File: src/rtl/frs_pkg.sv
// ----------------------------------------------------------------------------
// frs_pkg
// Shared types and constants of the frame header resync unit.
// ----------------------------------------------------------------------------
package frs_pkg;

   localparam int unsigned HEADER_BYTES  = 4;
   localparam int unsigned QUEUE_DEPTH   = 8;
   localparam int unsigned LENGTH_W      = 12;
   localparam int unsigned SYNC_W        = 32;
   localparam int unsigned CSR_INDEX_W   = 1;
   localparam int unsigned PUSH_CNT_W    = 3;

   localparam logic [SYNC_W-1:0]   SYNC_RESET   = 32'hEFFE_0106;
   localparam logic [LENGTH_W-1:0] LENGTH_RESET = 12'd1032;

   typedef enum logic [CSR_INDEX_W-1:0] {
      REG_SYNC_WORD    = 1'b0,
      REG_FRAME_LENGTH = 1'b1
   } reg_index_type;

   typedef struct packed {
      logic [7:0] out_byte;
      logic       frame_start;
      logic       frame_end;
      logic       step_last;
   } item_type;

   typedef struct packed {
      logic [PUSH_CNT_W-1:0]         count;
      item_type [HEADER_BYTES-1:0]   item;
   } push_type;

endpackage

File: src/rtl/frs_cell.sv
// ----------------------------------------------------------------------------
// frs_cell
// One slot of the output queue: holds a beat, takes its neighbour's beat
// on a pop, or loads a freshly pushed beat.
// ----------------------------------------------------------------------------
module frs_cell
   import frs_pkg::*;
#(
   parameter int unsigned CntW = 4
) (
   input  logic            clock,
   input  logic [CntW-1:0] slot,
   input  logic [CntW-1:0] base,
   input  logic            pop,
   input  push_type        push,
   input  item_type        next_item,
   output item_type        item
);

   item_type        item_ff, item_in;
   logic [CntW-1:0] off;

   assign off  = slot - base;
   assign item = item_ff;

   always_comb begin
      item_in = item_ff;
      if (slot < base) begin
         if (pop) begin
            item_in = next_item;
         end
      end else if (off < CntW'(push.count)) begin
         item_in = push.item[off[1:0]];
      end
   end

   always_ff @(posedge clock) begin
      item_ff <= item_in;
   end

endmodule

File: config.mk
export PLATFORM = sky130hd
export DESIGN_NAME = frs_cell
export DESIGN_NICKNAME = d
export VERILOG_FILES = /design/src/rtl/frs_pkg.sv /design/src/rtl/frs_cell.sv
export SDC_FILE = /design/constraint.sdc
export NUM_CORES = 1
export LEC_CHECK = 0
export ABC_AREA = 1
export BUFFER_PORTS_ARGS = -buffer_cell sky130_fd_sc_hd__buf_2
export CAP_MARGIN = 20
export CORE_MARGIN = 2
export CORE_UTILIZATION = 36
export CTS_CLUSTER_DIAMETER = 200
export DETAILED_ROUTE_END_ITERATION = 10
export HOLD_SLACK_MARGIN = 0.15
export PLACE_DENSITY = 0.8
export SETUP_SLACK_MARGIN = 0.5
export SLEW_MARGIN = 10
export SYNTH_ARGS = -nofsm -noshare
export SYNTH_HDL_FRONTEND = slang
export SYNTH_SLANG_ARGS = --single-unit
File: constraint.sdc
create_clock -name clock -period 2.5 [get_ports clock]
set_input_delay 0.5 -clock clock [delete_from_list [all_inputs] [get_ports clock]]
set_output_delay 0.5 -clock clock [all_outputs]
set_load 0.03 [all_outputs]
==> metrics.md <==
| Metric | Value |
|---|---|
| Vias in the first global route | `1065` |
| Clk pin slew, worst setup/hold paths | `0.07 ns` |
| Max stage delay on crit path | `0.36 ns` |
| Hold Violations, Final | `0` |
| Num ports | `79` |
| Top area cells in the synthesized netlist | `edfxtp_1, nand2_1, nor2_1` |
| DP Area | `1465 sq um` |
| Vias per inst | `4.657` |
| CTS max path bufs | `2` |
| Fmax | `482.5 MHz` |
| Yosys top cell by area | `edfxtp_1` |
| VDD IR-drop max | `499.8 uV` |
| Clk root buf | `clkbuf_4` |
| Setup crit start | `slot[0]` |
| DR iter-0 viols | `32` |
| Initial Util | `37.53%` |
| Max H-tree Level | `1` |
| Synth cell types | `17` |
| CORE AREA | `2734 sq um` |
| Die H | `57.39 microns` |
| Final Critical Period | `2.073 ns` |
| IO buf count | `78` |
| Critical path's slowest cell | `fa_2` |
| Final Cycle Share | `82.91%` |
| Share of cells above drive strength 1 | `41.88%` |
| Nets | `310` |
| GR Overflow Total | `0` |
| CP Cell Sequence | `buf_8 -> inv_12 -> ha_4 -> inv_2 -> fa_2 -> xor2_2 -> ha_1 -> inv_1 -> a21oi_2 -> nor2_2 -> nand2_2 -> nand2_4` |
| PwrDens | `532.7 nW/um^2` |
| Max-cap violation count | `0` |
| Largest net degree at the start of global routing | `25` |
| Layout area overhead | `50.37%` |
| Area share of the largest cell type after synthesis | `32.20%` |
| Fillers | `273` |
| # diodes | `0` |
| WL/cell | `11.12 microns` |
| Synthesized instance count | `155` |
| Dpl hpwl | `2265 microns` |
| Req. time, crit path | `2.48 ns` |
| Post-layout instance area | `1543 sq um` |
| CTS tree | `done` |
| Vias | `1234` |
| Total GRT Usage | `17.34%` |
| Sequential share of the synthesized area | `32.20%` |
| Worst setup EP type | `flop` |
| Gpl congestion | `0.8192` |
| Die area | `3293 sq um` |
| Hold-fix buffers, CTS | `0` |
| Drt total wl | `2946 microns` |
| Worst Hold Class | `primary input to flop` |
| Setup TNS | `0 ns` |
| Critical path startpoint category | `primary input` |
| Netlist Area Pre-Place | `1026 sq um` |
| Slew Limit Fails | `0` |
| Slew of the pin with the lowest slew margin | `0.3391 ns` |
| DRT antenna net count | `0` |
| Max reg flops | `11` |
| Slew HR | `77.36%` |
| # rows | `19` |
| WP data arrival | `2.05 ns` |
| Yosys warns | `0` |
| Min-Delay Startpoint | `next_item[3]` |
| DRC | `0` |
| Drt pass-1 iters | `4` |
| Die width | `57.39 microns` |
| Leakage | `0.0008114 uW` |
| Synthesized area per cell | `6.619 sq um` |
| Synth Net Count | `230` |
| Crit path kind | `primary input to flop` |
| Tot Pwr | `821.9 uW` |
| Yosys reg bits | `11` |
| Setup-failing EPs final | `0` |
| Hold_ws | `0.5042 ns` |
| Status | `complete, no violations` |
| CP max FO | `6` |
| Clock sinks | `11` |
| First-pass GRT wire length | `4457 microns` |
| Num CTS Buffers | `3` |
| Initial antenna violation count | `0` |
| Unrepaired setup endpoints after global routing | `true` |
-- power breakdown --
part	switching (uW)	internal [uW]	total, uW
Combinational	272	163	435
Sequential	8.25	260	269
Clock	56.2	61.8	118
Total	337	485	822
-- final cells by class --
cell class                      count  area, sq um  share of cell area (%)
Inverter                           12        57.56                   3.731
Timing Repair Buffer               82        434.2                   28.14
Clock buffer                        4        26.28                   1.703
Multi-Input combinational cell    125        655.6                   42.50
Sequential cell                    11        330.3                   21.41
Tap cell                           31        38.79                   2.514
-- Yosys cell counts --
cell,count
edfxtp_1,11
ha_1,6
nand3_1,2
buf_2,3
nor2_1,34
inv_2,1
inv_1,11
o21ai_1,19
nand3b_1,1
fa_1,1
xor2_1,1
nand2_1,43
a21oi_1,3
buf_4,1
clkbuf_1,1
o21ai_0,14
buf_6,3
-- timing repair --
item                                    CTS  global route
endpoints found under the setup margin   18            20
pin swaps                                 8             0
buffers inserted                          1             0
gates resized for setup                   7             3
cloned                                    1             0
-- placed cells by master, fill, tap and decap left out, drive strengths merged --
master  synthesis  routed
buf             7      82
nand3b          1       1
inv            12      12
o21ai          33      33
nand2          43      44
ha              6       6
nor2           34      34
edfxtp         11      11
a21oi           3       3
clkbuf          1       4
nand3           2       2
xor2            1       1
fa              1       1
-- metal layers --
metal | track usage, % | share of wire [%] | routed length (microns)
met4 | 7.973 | 1.8 | 52
met3 | 0.9070 | 6.3 | 187
met5 | 0 | 0 | 0
met1 | 21.36 | 39 | 1147
met2 | 30.84 | 53 | 1559
-- worst max-delay path: cells and delay by family --
| kind | cells | cell delay (ns) |
|---|---|---|
| AO/OA/AOI/OAI | 1 | 0.04 |
| AND/OR/NAND/NOR | 3 | 0.32 |
| adder cells (fa/ha/maj) | 3 | 0.76 |
| XOR/XNOR | 1 | 0.16 |
| buffers and inverters | 4 | 0.26 |
-- logic make-up (layout without fill, tap and decap cells) --
kind of cell | count (synthesis) | count (layout) | share of synthesized area (%)
simple gates | 80 | 81 | 29.88
flops | 11 | 11 | 32.20
fa+ha+maj | 7 | 7 | 9.268
buf+inv | 20 | 98 | 10.24
xor+xnor | 1 | 1 | 0.8538
compound gates | 36 | 36 | 17.56
-- final timing paths --
check | end | slack, ns | cells after the start
worst max-delay path | item[1]$_DFFE_PP_ | 0.43 | 12
worst min-delay path | item[3]$_DFFE_PP_ | 0.50 | 3
-- stage by stage --
stage | utilization, % | cells | worst slack (ns)
2_1_floorplan | - | 155 | 0.3113
3_3_place_gp | 53.59 | 259 | 0.1186
3_5_place_dp | 53.59 | 259 | 0.06830
4_1_cts | 55.93 | 265 | 0.4656
5_1_grt | 56.43 | 265 | 0.3573
6_report | 56.43 | 265 | 0.4273
Note: power is estimated with default switching activity, not from simulation.
